**src/hw/rtl/assert_macros.svh**
```systemverilog
// Assertion macros shared by the k-nearest-neighbor search RTL.
// Included by the modules that carry concurrent assertions; depends on nothing.
`ifndef ASSERT_MACROS_SVH
`define ASSERT_MACROS_SVH

// Same-cycle implication, disabled while reset is active.
`define BFKS_ASSERT_IMP(label, clk, rst_n, ante, cons, msg) \
    label: assert property (@(posedge clk) disable iff (!rst_n) (ante) |-> (cons)) \
        else $error(msg);

// Next-cycle implication, disabled while reset is active.
`define BFKS_ASSERT_NXT(label, clk, rst_n, ante, cons, msg) \
    label: assert property (@(posedge clk) disable iff (!rst_n) (ante) |=> (cons)) \
        else $error(msg);

`endif

```
**src/hw/rtl/bfks_pkg.sv**
```systemverilog
// Shared types and constants of the brute-force k-nearest-neighbor search unit.
// Used by the top level, bfks_dist and bfks_cell; depends on nothing.
package bfks_pkg;

    // Default sizes of the stores and the datapath.
    localparam int MAX_POINTS_DEF = 1024;
    localparam int MAX_GROUPS_DEF = 16;
    localparam int K_MAX_DEF      = 16;
    localparam int LANES_DEF      = 4;

    // Fixed field widths.
    localparam int COMP_W   = 16;
    localparam int IN_COMPS = 4;
    localparam int ID_W     = 32;
    localparam int DIST_W   = 42;
    localparam int STAT_W   = 3;
    localparam int CFG_W    = 5;
    localparam int CFG_IDX_W = 2;
    // One lane term: a 17-bit difference squared or a negated 16x16 product.
    localparam int TERM_W   = 35;

    // Result status codes.
    typedef enum logic [STAT_W-1:0] {
        ST_NEIGHBOR  = 3'd0,
        ST_INSERTED  = 3'd1,
        ST_LEN_ERROR = 3'd2,
        ST_FULL      = 3'd3,
        ST_EMPTY     = 3'd4
    } status_t;

    // Configuration register indexes.
    typedef enum logic [CFG_IDX_W-1:0] {
        CFG_METRIC      = 2'd0,
        CFG_TOP_K       = 2'd1,
        CFG_GROUP_COUNT = 2'd2
    } cfg_index_t;

    // Input kinds.
    localparam logic KIND_INSERT = 1'b0;
    localparam logic KIND_QUERY  = 1'b1;

    // One (distance, id) candidate held by a cell of the ranking chain.
    typedef struct packed {
        logic                     valid;
        logic signed [DIST_W-1:0] distance;
        logic [ID_W-1:0]          id;
    } entry_t;

    // Control broadcast to every cell of the ranking chain.
    typedef struct packed {
        logic clear;
        logic insert;
        logic shift;
    } cell_ctrl_t;

endpackage

```
**src/hw/rtl/bfks_cell.sv**
```systemverilog
// One cell of the ranking chain: holds one (distance, id) pair in rank order,
// takes a candidate or its upper neighbor's pair, and shifts out toward cell 0.
// Depends on bfks_pkg.
module bfks_cell (
    input  logic                 clk,
    input  logic                 rst_n,
    input  bfks_pkg::cell_ctrl_t ctrl,
    input  logic                 en,
    input  bfks_pkg::entry_t     cand,
    input  logic                 prev_less,
    input  bfks_pkg::entry_t     prev_entry,
    input  bfks_pkg::entry_t     next_entry,
    output logic                 less,
    output bfks_pkg::entry_t     entry
);

    logic                              valid_reg;
    logic                              valid_next;
    logic signed [bfks_pkg::DIST_W-1:0] dist_reg;
    logic signed [bfks_pkg::DIST_W-1:0] dist_next;
    logic [bfks_pkg::ID_W-1:0]         id_reg;
    logic [bfks_pkg::ID_W-1:0]         id_next;
    logic                              load;

    // The candidate ranks above this pair; an empty cell ranks below all.
    assign less = !valid_reg || (cand.distance < dist_reg) ||
                  ((cand.distance == dist_reg) && (cand.id < id_reg));

    // Next contents: clear, shift toward cell 0, or insertion in rank order.
    always_comb
    begin
        valid_next = valid_reg;
        dist_next  = dist_reg;
        id_next    = id_reg;
        load       = 1'b0;
        if (ctrl.clear)
        begin
            valid_next = 1'b0;
        end
        else if (ctrl.shift)
        begin
            valid_next = next_entry.valid;
            dist_next  = next_entry.distance;
            id_next    = next_entry.id;
            load       = 1'b1;
        end
        else if (ctrl.insert && en && less)
        begin
            load = 1'b1;
            if (prev_less)
            begin
                valid_next = prev_entry.valid;
                dist_next  = prev_entry.distance;
                id_next    = prev_entry.id;
            end
            else
            begin
                valid_next = 1'b1;
                dist_next  = cand.distance;
                id_next    = cand.id;
            end
        end
    end

    always_ff @(posedge clk or negedge rst_n)
    begin
        if (!rst_n)
        begin
            valid_reg <= 1'b0;
        end
        else
        begin
            valid_reg <= valid_next;
        end
    end

    always_ff @(posedge clk)
    begin
        if (load)
        begin
            dist_reg <= dist_next;
            id_reg   <= id_next;
        end
    end

    assign entry.valid    = valid_reg;
    assign entry.distance = dist_reg;
    assign entry.id       = id_reg;

endmodule
```
**config.mk**
```make
export PLATFORM = sky130hd
export DESIGN_NAME = bfks_cell
export DESIGN_NICKNAME = d
export VERILOG_FILES = /design/src/hw/rtl/assert_macros.svh /design/src/hw/rtl/bfks_pkg.sv /design/src/hw/rtl/bfks_cell.sv
export SDC_FILE = /design/constraint.sdc
export NUM_CORES = 1
export LEC_CHECK = 0
export ABC_CLOCK_PERIOD_IN_PS = 7100
export BUFFER_PORTS_ARGS = -buffer_cell sky130_fd_sc_hd__buf_2
export CAP_MARGIN = 5
export CORE_MARGIN = 1.5
export CORE_UTILIZATION = 30
export CTS_BUF_LIST = sky130_fd_sc_hd__clkbuf_16
export DETAILED_ROUTE_END_ITERATION = 8
export HOLD_SLACK_MARGIN = 0.03
export PLACE_DENSITY = 0.7
export SYNTH_ARGS = -nofsm -noshare
export SYNTH_HDL_FRONTEND = slang
export SYNTH_SLANG_ARGS = --single-unit
```
**constraint.sdc**
```tcl
create_clock -name clk -period 7.1 [get_ports clk]
set_clock_uncertainty 0.05 [all_clocks]
set_input_delay 0.71 -clock clk [delete_from_list [all_inputs] [get_ports clk]]
set_output_delay 0.71 -clock clk [all_outputs]
set_load 0.005 [all_outputs]
```
==> flow_results.org, run 1 <==
** Timing
- Setup repair after global routing left no endpoint under its margin.
- Setup total negative slack on the finished layout was measured at 0 ps.
- Max-slew violation count :: 0
- Final critical-path share of the clock period :: 59.72%
- The final hold violation count came to 0.
- Static timing analysis puts the maximum clock frequency at 235.8 MHz.
- Final setup vio count :: 0
- Slew headroom :: 54.17%
- Least-Margin Pin Slew :: 687.5 ps
- After layout, the worst setup slack is 2860 ps.
- The smallest clock period supported by the final layout is computed as 4240 ps.

** Clock network
- The clock reaches the later pin of the worst-skew pair after 340 ps.
- After clock tree synthesis, the flow added hold-fix buffers numbering 0.
- CTS Buffer Depth :: 2
- Number of clock buffers inserted by TritonCTS :: 9
- The tree is rooted in a sky130_fd_sc_hd__clkbuf_16.
- Sinks on the clock net :: 75
- In this run, post-CTS repair resized a total of 0 instances.
- After clock tree synthesis, the setup repair step added 0 buffers.
- After clock tree synthesis, the clock-pin slew on the worst setup and hold paths is 60 ps.
- Number of levels the H-tree was split into :: 3
- TritonCTS built the clock tree.

** Setup path
- Across all register-to-register paths, the minimum setup slack is 2950 ps.
- Measured in cells, the most critical reg-to-reg path has a length of 12.
- Number of buffers and inverters on the critical path :: 3
- STA classifies the critical path startpoint as a primary input.
- Setup Crit Path Kind :: primary input to flop
- In this run the critical register-to-register path is launched from dist_reg[27]$_DFFE_PP_.
- Maximum single-stage delay on the critical path :: 570 ps
- Worst flop-to-flop path endpoint :: id_reg[12]$_DFFE_PP_
- The most critical setup path has its startpoint at cand[64].
- Sequence of cells on the critical path :: buf_2, ha_1, nand4_2, nor4_2, nand3_1, o31a_1, a311oi_2, a211oi_1, buf_4, nor2_1, o21ba_4, buf_4
- Among all stages on the critical path, the largest delay is contributed by sky130_fd_sc_hd__o21ba_4.
- The kind of cell with the highest combined delay along the critical path is compound AO/OA/AOI/OAI gates.
- The worst setup path is captured at a flop.
- Crit path arrival time :: 4170 ps
- At the worst endpoint, the required time is 7030 ps.
- Critical Path Most Common Cell :: sky130_fd_sc_hd__buf_4
- Worst Path Max Fanout :: 40

** Synthesis
- In this run the mean area of a mapped cell was 9.462 µm².
- Flop and latch count out of synthesis :: 75
- Ys async rst share :: 1.333%
- Number of flops mapped to enable cells by yosys :: 74
- Count of warnings emitted by yosys :: 0
- Netlist area before placement :: 0.005687 mm²
- Synthesis instantiated 39 different standard cells from the library.
- Among all flip-flop cells after synthesis, the most frequent one is sky130_fd_sc_hd__edfxtp_1.
- Fraction of the yosys area taken by sequential cells :: 39.52%
- Post-synth net total :: 906
- Synthesized instance count :: 601

** Floorplan
- Die Y :: 140.7 µm
- Area of the die :: 0.01979 mm²
- Overall die width :: 140.7 µm
- For this design the top-level I/O count stands at 308.
- The floorplan has 50 rows.
- Effective utilization at floorplan :: 30.50%
- Area inside the core boundary :: 0.01864 mm²

** Finish
- Utilization after layout :: 41.65%
- The register with the most flip-flops in the layout has 42 of them.
- The number of antenna diodes in the final layout is 0.
- Layout cells sized above 1 :: 36.96%
- Compared with the post-synthesis result, the final layout area differs by 36.55%.
- Total number of nets in the final design :: 1201

** Detailed routing
- DRC violations left :: 0
- The first detailed-routing pass took 4 iterations.
- Via count normalized by instance count :: 4.663
- Total wirelength of the detailed-routed design :: 17180 µm
- Wire per inst :: 15.14 µm
- In this run, the number of DRC markers left after iteration 0 of detailed routing was 166.
- Once detail routing completed, the nets flagged for antenna violations numbered 0.
- Detailed routing inserted a total of 5292 vias.

** Power and ir drop
- Combinational logic is responsible for 22.6% of the overall power.
- Of the total power, registers draw 40.3%.
- Cell internal power was estimated by the tool at 0.0009743 W.
- Clock share of power :: 37.1%
- The analysis attributes to cell leakage a power of 4.007 nW.
- Dividing total power by cell area gives a power density of 172.1 mW/mm².
- The worst-case IR drop observed on VDD is 0.0001373 V.
- Sw power :: 0.0003620 W
- Net switching is 27.09% of the power.

** Place
- Detailed placement ended at an HPWL of 14190 µm.
- Input and output buffers added on the ports amount to 306.
- Setup slack after placement :: 2292 ps
- Global placement routability congestion :: 0.8618

** Global routing
- The first global-routing pass estimated 25960 µm of wire.
- Via count of the first global-routing pass :: 5043
- Total routing usage reported by global routing :: 17.25%
- The initial antenna violation count came to 0.
- Maximum number of pins on one net before global-route repair :: 79
- For this run the aggregate overflow at the end of global routing stands at 0.

** Outcome
- The flow ran to the end, and the final reports show no timing, DRC or antenna violations.

** Flow run
- Max-Cap Viols :: 0

** Worst hold path
- The tightest min-delay check is of the primary input to async pin type.
## Yosys cell counts, types with 2 or more instances
cell type	n	share of area (%)
sky130_fd_sc_hd__a2bb2oi_1	2	0.31
sky130_fd_sc_hd__o21ai_0	83	7.3
sky130_fd_sc_hd__a21oi_1	26	2.3
sky130_fd_sc_hd__inv_1	78	5.1
sky130_fd_sc_hd__clkbuf_1	18	1.2
sky130_fd_sc_hd__nor3_1	4	0.35
sky130_fd_sc_hd__nor2_1	10	0.66
sky130_fd_sc_hd__ha_1	73	16
sky130_fd_sc_hd__a21o_1	5	0.66
sky130_fd_sc_hd__mux2i_1	74	13
sky130_fd_sc_hd__buf_4	2	0.26
sky130_fd_sc_hd__buf_1	6	0.40
sky130_fd_sc_hd__nand2_1	98	6.5
sky130_fd_sc_hd__nand4_1	7	0.77
sky130_fd_sc_hd__and4_1	2	0.31
sky130_fd_sc_hd__nand3_1	10	0.88
sky130_fd_sc_hd__a211oi_1	3	0.40
sky130_fd_sc_hd__nand2b_1	2	0.22
sky130_fd_sc_hd__edfxtp_1	74	39
sky130_fd_sc_hd__o21a_1	3	0.40
sky130_fd_sc_hd__a221oi_1	3	0.46
## stage by stage
stage / instance area [µm²] / power (W) / instances / hold WS (ps)
3_5_place_dp: 7447 / 0.0008556 / 1119 / 441.4
3_3_place_gp: 7447 / 0.0008496 / 1119 / 443.0
4_1_cts: 7765 / 0.001361 / 1135 / 72.57
5_1_grt: 7765 / 0.001416 / 1135 / 71.87
2_1_floorplan: 5687 / 0.0007055 / 601 / 364.4
6_report: 7765 / 0.001336 / 1135 / 88.41
## worst register-to-register path, delay by kind of cell, from the launching register on
family | cells | cell delay (ps)
flip-flops | 1 | 350
AO/OA/AOI/OAI | 4 | 1350
buffers and inverters | 3 | 830
adder cells (fa/ha/maj) | 1 | 310
AND/OR/NAND/NOR | 4 | 860
## final cells by class
cell class / count / area [µm²]
Clock inverter: 7 / 92.59
Inverter: 78 / 292.8
Multi-Input combinational cell: 422 / 3048
Sequential cell: 75 / 2247
Timing Repair Buffer: 310 / 1567
Fill cell: 1823 / 10880
Clock buffer: 9 / 225.2
Tap cell: 234 / 292.8
## power groups by stage
stage / logic [W] / clock network (W) / registers [W]
after floorplan: 0.000154 / 0 / 0.000551
after global placement: 0.000302 / 0 / 0.000548
after detailed placement: 0.000307 / 0 / 0.000549
after CTS: 0.000308 / 0.000513 / 0.000540
after global routing: 0.000346 / 0.000527 / 0.000543
final: 0.000301 / 0.000496 / 0.000539
## layout by cell type (no fill, tap or decap), types with 9 or more instances in the layout
cell,synthesis,final
sky130_fd_sc_hd__nor2_1,10,10
sky130_fd_sc_hd__nand3_1,10,10
sky130_fd_sc_hd__mux2i_1,74,74
sky130_fd_sc_hd__o21ai_0,83,83
sky130_fd_sc_hd__buf_2,0,304
sky130_fd_sc_hd__edfxtp_1,74,74
sky130_fd_sc_hd__inv_1,78,78
sky130_fd_sc_hd__a21oi_1,26,26
sky130_fd_sc_hd__ha_1,73,73
sky130_fd_sc_hd__clkbuf_16,0,9
sky130_fd_sc_hd__nand2_1,98,98
## metal layers
metal | GRT usage (%) | vias up | wire (µm)
li1 | - | 2729 | -
met3 | 4.620 | 14 | 1327
met5 | 0 | - | 0
met1 | 19.90 | 2301 | 7236
met4 | 5.702 | 0 | 291
met2 | 30.90 | 248 | 8329
## worst max path at each step
stage	slack (ps)	cells after the start	to
floorplan	2430	9	dist_reg[0]$_DFFE_PP_
global route	2540	12	id_reg[11]$_DFFE_PP_
global placement	2350	12	id_reg[10]$_DFFE_PP_
detailed placement	2290	12	id_reg[10]$_DFFE_PP_
CTS	2660	12	id_reg[11]$_DFFE_PP_
finish	2860	12	id_reg[12]$_DFFE_PP_
## cell families after synthesis
logic type      after synthesis  synth area share (%)
compound gates              135                 13.55
fa+ha+maj                    73                 16.06
buf+inv                     104                 6.996
flops                        75                 39.52
mux                          74                 13.03
simple gates                140                 10.85
Power figures use the tool's default switching activity.
==> run 2, diff against run 1 <==
--- a/config.mk
+++ b/config.mk
@@ -5,7 +5,8 @@
 export SDC_FILE = /design/constraint.sdc
 export NUM_CORES = 1
 export LEC_CHECK = 0
-export ABC_CLOCK_PERIOD_IN_PS = 7100
+export ABC_AREA = 1
+export ABC_CLOCK_PERIOD_IN_PS = 4100
 export BUFFER_PORTS_ARGS = -buffer_cell sky130_fd_sc_hd__buf_2
 export CAP_MARGIN = 5
 export CORE_MARGIN = 1.5
@@ -13,7 +14,7 @@
 export CTS_BUF_LIST = sky130_fd_sc_hd__clkbuf_16
 export DETAILED_ROUTE_END_ITERATION = 8
 export HOLD_SLACK_MARGIN = 0.03
-export PLACE_DENSITY = 0.7
+export PLACE_DENSITY = 0.69
 export SYNTH_ARGS = -nofsm -noshare
 export SYNTH_HDL_FRONTEND = slang
 export SYNTH_SLANG_ARGS = --single-unit
==> constraint.sdc (replaced) <==
create_clock -name clk -period 4.1 [get_ports clk]
set_clock_uncertainty 0.05 [all_clocks]
set_input_delay 0.41 -clock clk [delete_from_list [all_inputs] [get_ports clk]]
set_output_delay 0.41 -clock clk [all_outputs]
set_load 0.005 [all_outputs]
==> run 2 against run 1 <==
Against the previous run: clock power rose by 50%; total power up 67%; register-to-register slack got worse by 1600 ps; routed wire length increased by 12%; non-clock buffer count rose by 3; sequential share of layout area is 0.47 points lower; final cell count increased by 17%; highest routed layer is now met5; first-iteration DRC count grew 58%; synthesized cell count rose by 28%; setup slack lost 1500 ps.
==> flow_results.org, run 2 <==
** Outcome
- Outcome :: finished clean

** Power and ir drop
- The share of total power dissipated in the clock network is 33.2%.
- Across the VDD grid, the largest voltage drop is 0.0001766 V.
- Summed over all cells, the static leakage comes to 4.168 nW.
- Power comes to 0.002238 W.
- Combinational fraction of design power :: 25.0%
- The internal portion of the total power is 0.001564 W.
- Net switching is 30.11% of the power.
- Registers are responsible for 41.8% of the overall power.
- Sw power :: 0.0006739 W
- Pwr Density :: 283.5 mW/mm²

** Synthesis
- In this run the mean area of a mapped cell was 7.543 µm².
- Synthesis instantiated 25 different standard cells from the library.
- Yosys printed 0 warnings.
- In the synthesized netlist the async set-or-reset flop fraction comes to 1.333%.
- Synthesized instance count :: 772
- Xor and xnor area share after synthesis :: 0%
- Dominant cell type by area after synthesis :: sky130_fd_sc_hd__edfxtp_1
- Dominant combinational cell family by area after synthesis :: simple AND/OR/NAND/NOR gates
- The most used flip-flop cell after synthesis is sky130_fd_sc_hd__edfxtp_1.
- Area share of the largest cell type after synthesis :: 38.16%
- The cell area that synthesis handed to floorplanning was 0.005823 mm².
- Summing the areas of all compound-gate instances in the mapped netlist gives 16.39% of the synthesized area.
- Synthesis inferred 75 register bits.
- Proportion of synthesized area in mux cells :: 0%
- Counting instances in the post-synthesis netlist gives the leading cell types as 176 x sky130_fd_sc_hd__a21oi_1, 172 x sky130_fd_sc_hd__nand2_1, 111 x sky130_fd_sc_hd__inv_1.
- Top-count cell post-synth :: sky130_fd_sc_hd__a21oi_1
- Yosys mapped a number of flops with a built-in enable equal to 74.
- Post-synth net total :: 1077
- Synthesized-area fraction occupied by and/or/nand/nor cells :: 19.77%
- By area the synthesized netlist is led by sky130_fd_sc_hd__edfxtp_1 38%, sky130_fd_sc_hd__ha_1 16%, sky130_fd_sc_hd__a21oi_1 15%, sky130_fd_sc_hd__nand2_1 11%, sky130_fd_sc_hd__inv_1 7.2%.
- Summing the sequential cell areas from Yosys gives 38.59% of the chip area.
- Fraction of the mapped netlist area in adder cells :: 15.69%

** Timing
- Final Hold Vio Count :: 0
- Setup TNS :: 0 ps
- The max-slew violation count is 0.
- At the pin with the least slew margin, the transition time is 878.5 ps.
- Static timing analysis puts the maximum clock frequency at 370.0 MHz.
- Counting I/O delays and the setup requirement, the final critical path takes 2703 ps.
- WHS :: 336.1 ps
- Slew headroom :: 41.43%
- Final critical-path share of the clock period :: 65.91%
- Setup repair after global routing left no endpoint under its margin.
- Final setup vio count :: 0

** Place
- Port Buf Inserts :: 306
- HPWL after DPL :: 14840 µm
- The congestion estimate from routability-driven global placement came to 0.8492.

** Clock network
- Setup Buffers After CTS :: 0
- Sinks on the clock net :: 75
- Clock latency on the worst-skew pair, taken at its later pin, is 340 ps.
- After clock tree synthesis, the clock-pin slew on the worst setup and hold paths is 60 ps.
- Post-CTS sizing :: 0
- Number of levels the H-tree was split into :: 3
- Clock root buffer master :: sky130_fd_sc_hd__clkbuf_16
- TritonCTS clock tree :: built
- No sink is reached through more buffers than the 2 on the longest clock path.
- The number of hold buffers added after CTS was 1.
- The number of clock buffers added by TritonCTS is 9.

** Floorplan
- The floorplan has 50 rows.
- The floorplan step set the die width to 142.3 µm.
- The die is 142.3 µm tall.
- In this run the count of I/O pins placed on the die edge is 308.
- The die covers 0.02026 mm².
- In this run the standard cell core region covers 0.01889 mm².
- Once the floorplan was initialized, standard cells occupied 30.82% of the core.

** Setup path
- Setup Crit Path Kind :: flop to flop
- Tracing the worst setup path back leads to its startpoint at dist_reg[25]$_DFFE_PP_.
- The signal on the critical path passes through inv_1, ha_1, nand4_1, nor2_1, nand2_1, nor2_2, nand2_1, nand4_1, nand2_1, nand2_2, nand2_2, a21oi_4, buf_12.
- The worst setup path is captured at a flop.
- For the worst setup path, the data required time is 4040 ps.
- Worst Reg-to-Reg Cells :: 13
- In this run the worst path has a maximum fanout of 74.
- Reg2reg start :: dist_reg[25]$_DFFE_PP_
- Crit path arrival time :: 2640 ps
- Critical Path Most Common Cell :: sky130_fd_sc_hd__nand2_1
- The worst setup path is launched from a flop.
- Critical path's slowest cell :: sky130_fd_sc_hd__buf_12
- On the worst path, the slowest cell contributes a delay of 360 ps.

** Global routing
- Total routing usage reported by global routing :: 18.71%
- Global-route wire length before repair :: 29340 µm
- GR Overflow Total :: 0
- The via count of the first global-routing pass is 5791.
- Maximum number of pins on one net before global-route repair :: 75
- Antenna violations before repair :: 1

** Worst hold path
- The worst hold path belongs to the class primary input to async pin.

** Detailed routing
- DRT iter0 DRCs :: 262
- Drt first pass iters :: 5
- Via count normalized by instance count :: 4.669
- The final route contains 6200 vias.
- Total wirelength of the detailed-routed design :: 19210 µm
- In the final routed layout, each cell accounts on average for 14.46 µm.
- For this run, design rule violations remaining after detail routing come to 0.
- Remaining antenna violation count :: 0

** Finish
- From synthesis to final layout, the design area changed by 35.54%.
- In the final layout, the multi-input gates occupy 0.003030 mm².
- Leaving out fill and tap cells, the most frequent cell in the layout is sky130_fd_sc_hd__buf_2.
- The sequential cells in the finished layout cover a total of 0.002247 mm².
- The register with the most flip-flops in the layout has 42 of them.
- The filler cells instantiated in the layout total 2013.
- In the final design database the tool counted 1367 nets.
- Layout cells sized above 1 :: 31.58%
- Most frequent cells in the layout :: 306 x sky130_fd_sc_hd__buf_2, 175 x sky130_fd_sc_hd__a21oi_1, 172 x sky130_fd_sc_hd__nand2_1

** Flow run
- Max-Cap Viols :: 0
==> run 2: cell type report <==
class / instances / area share [%]
diodes: 1 / 0.03171
clock buffers: 9 / 2.854
clock inverters: 7 / 0.5866
inverters: 111 / 5.279
multi-input cells: 552 / 38.40
flip-flops and latches: 75 / 28.47
well taps: 260 / 4.122
repair buffers: 313 / 20.26
==> run 2: path summary, 6_finish.rpt <==
path	slack, ps	to
setup / recovery	1400	id_reg[25]$_DFFE_PP_
hold / removal	340	valid_reg$_DFFE_PN0P_
setup reg to reg	1400	id_reg[25]$_DFFE_PP_
hold reg to reg	550	valid_reg$_DFFE_PN0P_
max in group asynchronous	3560	valid_reg$_DFFE_PN0P_
min in group clk	340	dist_reg[17]$_DFFE_PP_
==> run 2: stage by stage <==
step	worst slack, ps	area (µm²)	instances	util, %
after floorplan	794.6	5834	772	-
after global placement	1223	7609	1310	40.27
after detailed placement	1224	7609	1310	40.27
after CTS	1378	7890	1327	41.76
after global routing	1163	7890	1327	41.76
final	1397	7893	1328	41.77
==> run 2: cell families (layout without fill, tap and decap cells) <==
| logic type | Yosys count | count (layout) |
|---|---|---|
| adders and majority gates | 73 | 73 |
| DFF | 75 | 75 |
| buffers and inverters | 145 | 440 |
| and+or+nand+nor | 292 | 292 |
| AOI/OAI and AO/OA | 187 | 187 |
| other | 0 | 1 |
==> run 2: power groups by stage <==
stage                     sequential, W  clock, W  combinational (W)
after floorplan                0.000957         0           0.000292
after global placement         0.000950         0           0.000551
after detailed placement       0.000952         0           0.000563
after CTS                      0.000936  0.000772           0.000567
after global routing           0.000942  0.000800           0.000640
final                          0.000936  0.000744           0.000558
==> run 2: critical path, delay by kind of cell, from the launching register on <==
| family | cells | cell delay, ps |
|---|---|---|
| AND/OR/NAND/NOR | 9 | 1030 |
| buffers and inverters | 2 | 410 |
| flip-flops | 1 | 350 |
| adder cells (fa/ha/maj) | 1 | 310 |
| AO/OA/AOI/OAI | 1 | 140 |
==> run 2: routing by layer <==
layer	global-route usage (%)	up-vias	part of all wire [%]
met1	21.75	2793	41
met3	3.802	26	6.8
met2	34.33	244	50
li1	-	3135	-
met4	5.914	2	1.9
met5	0	-	0.073
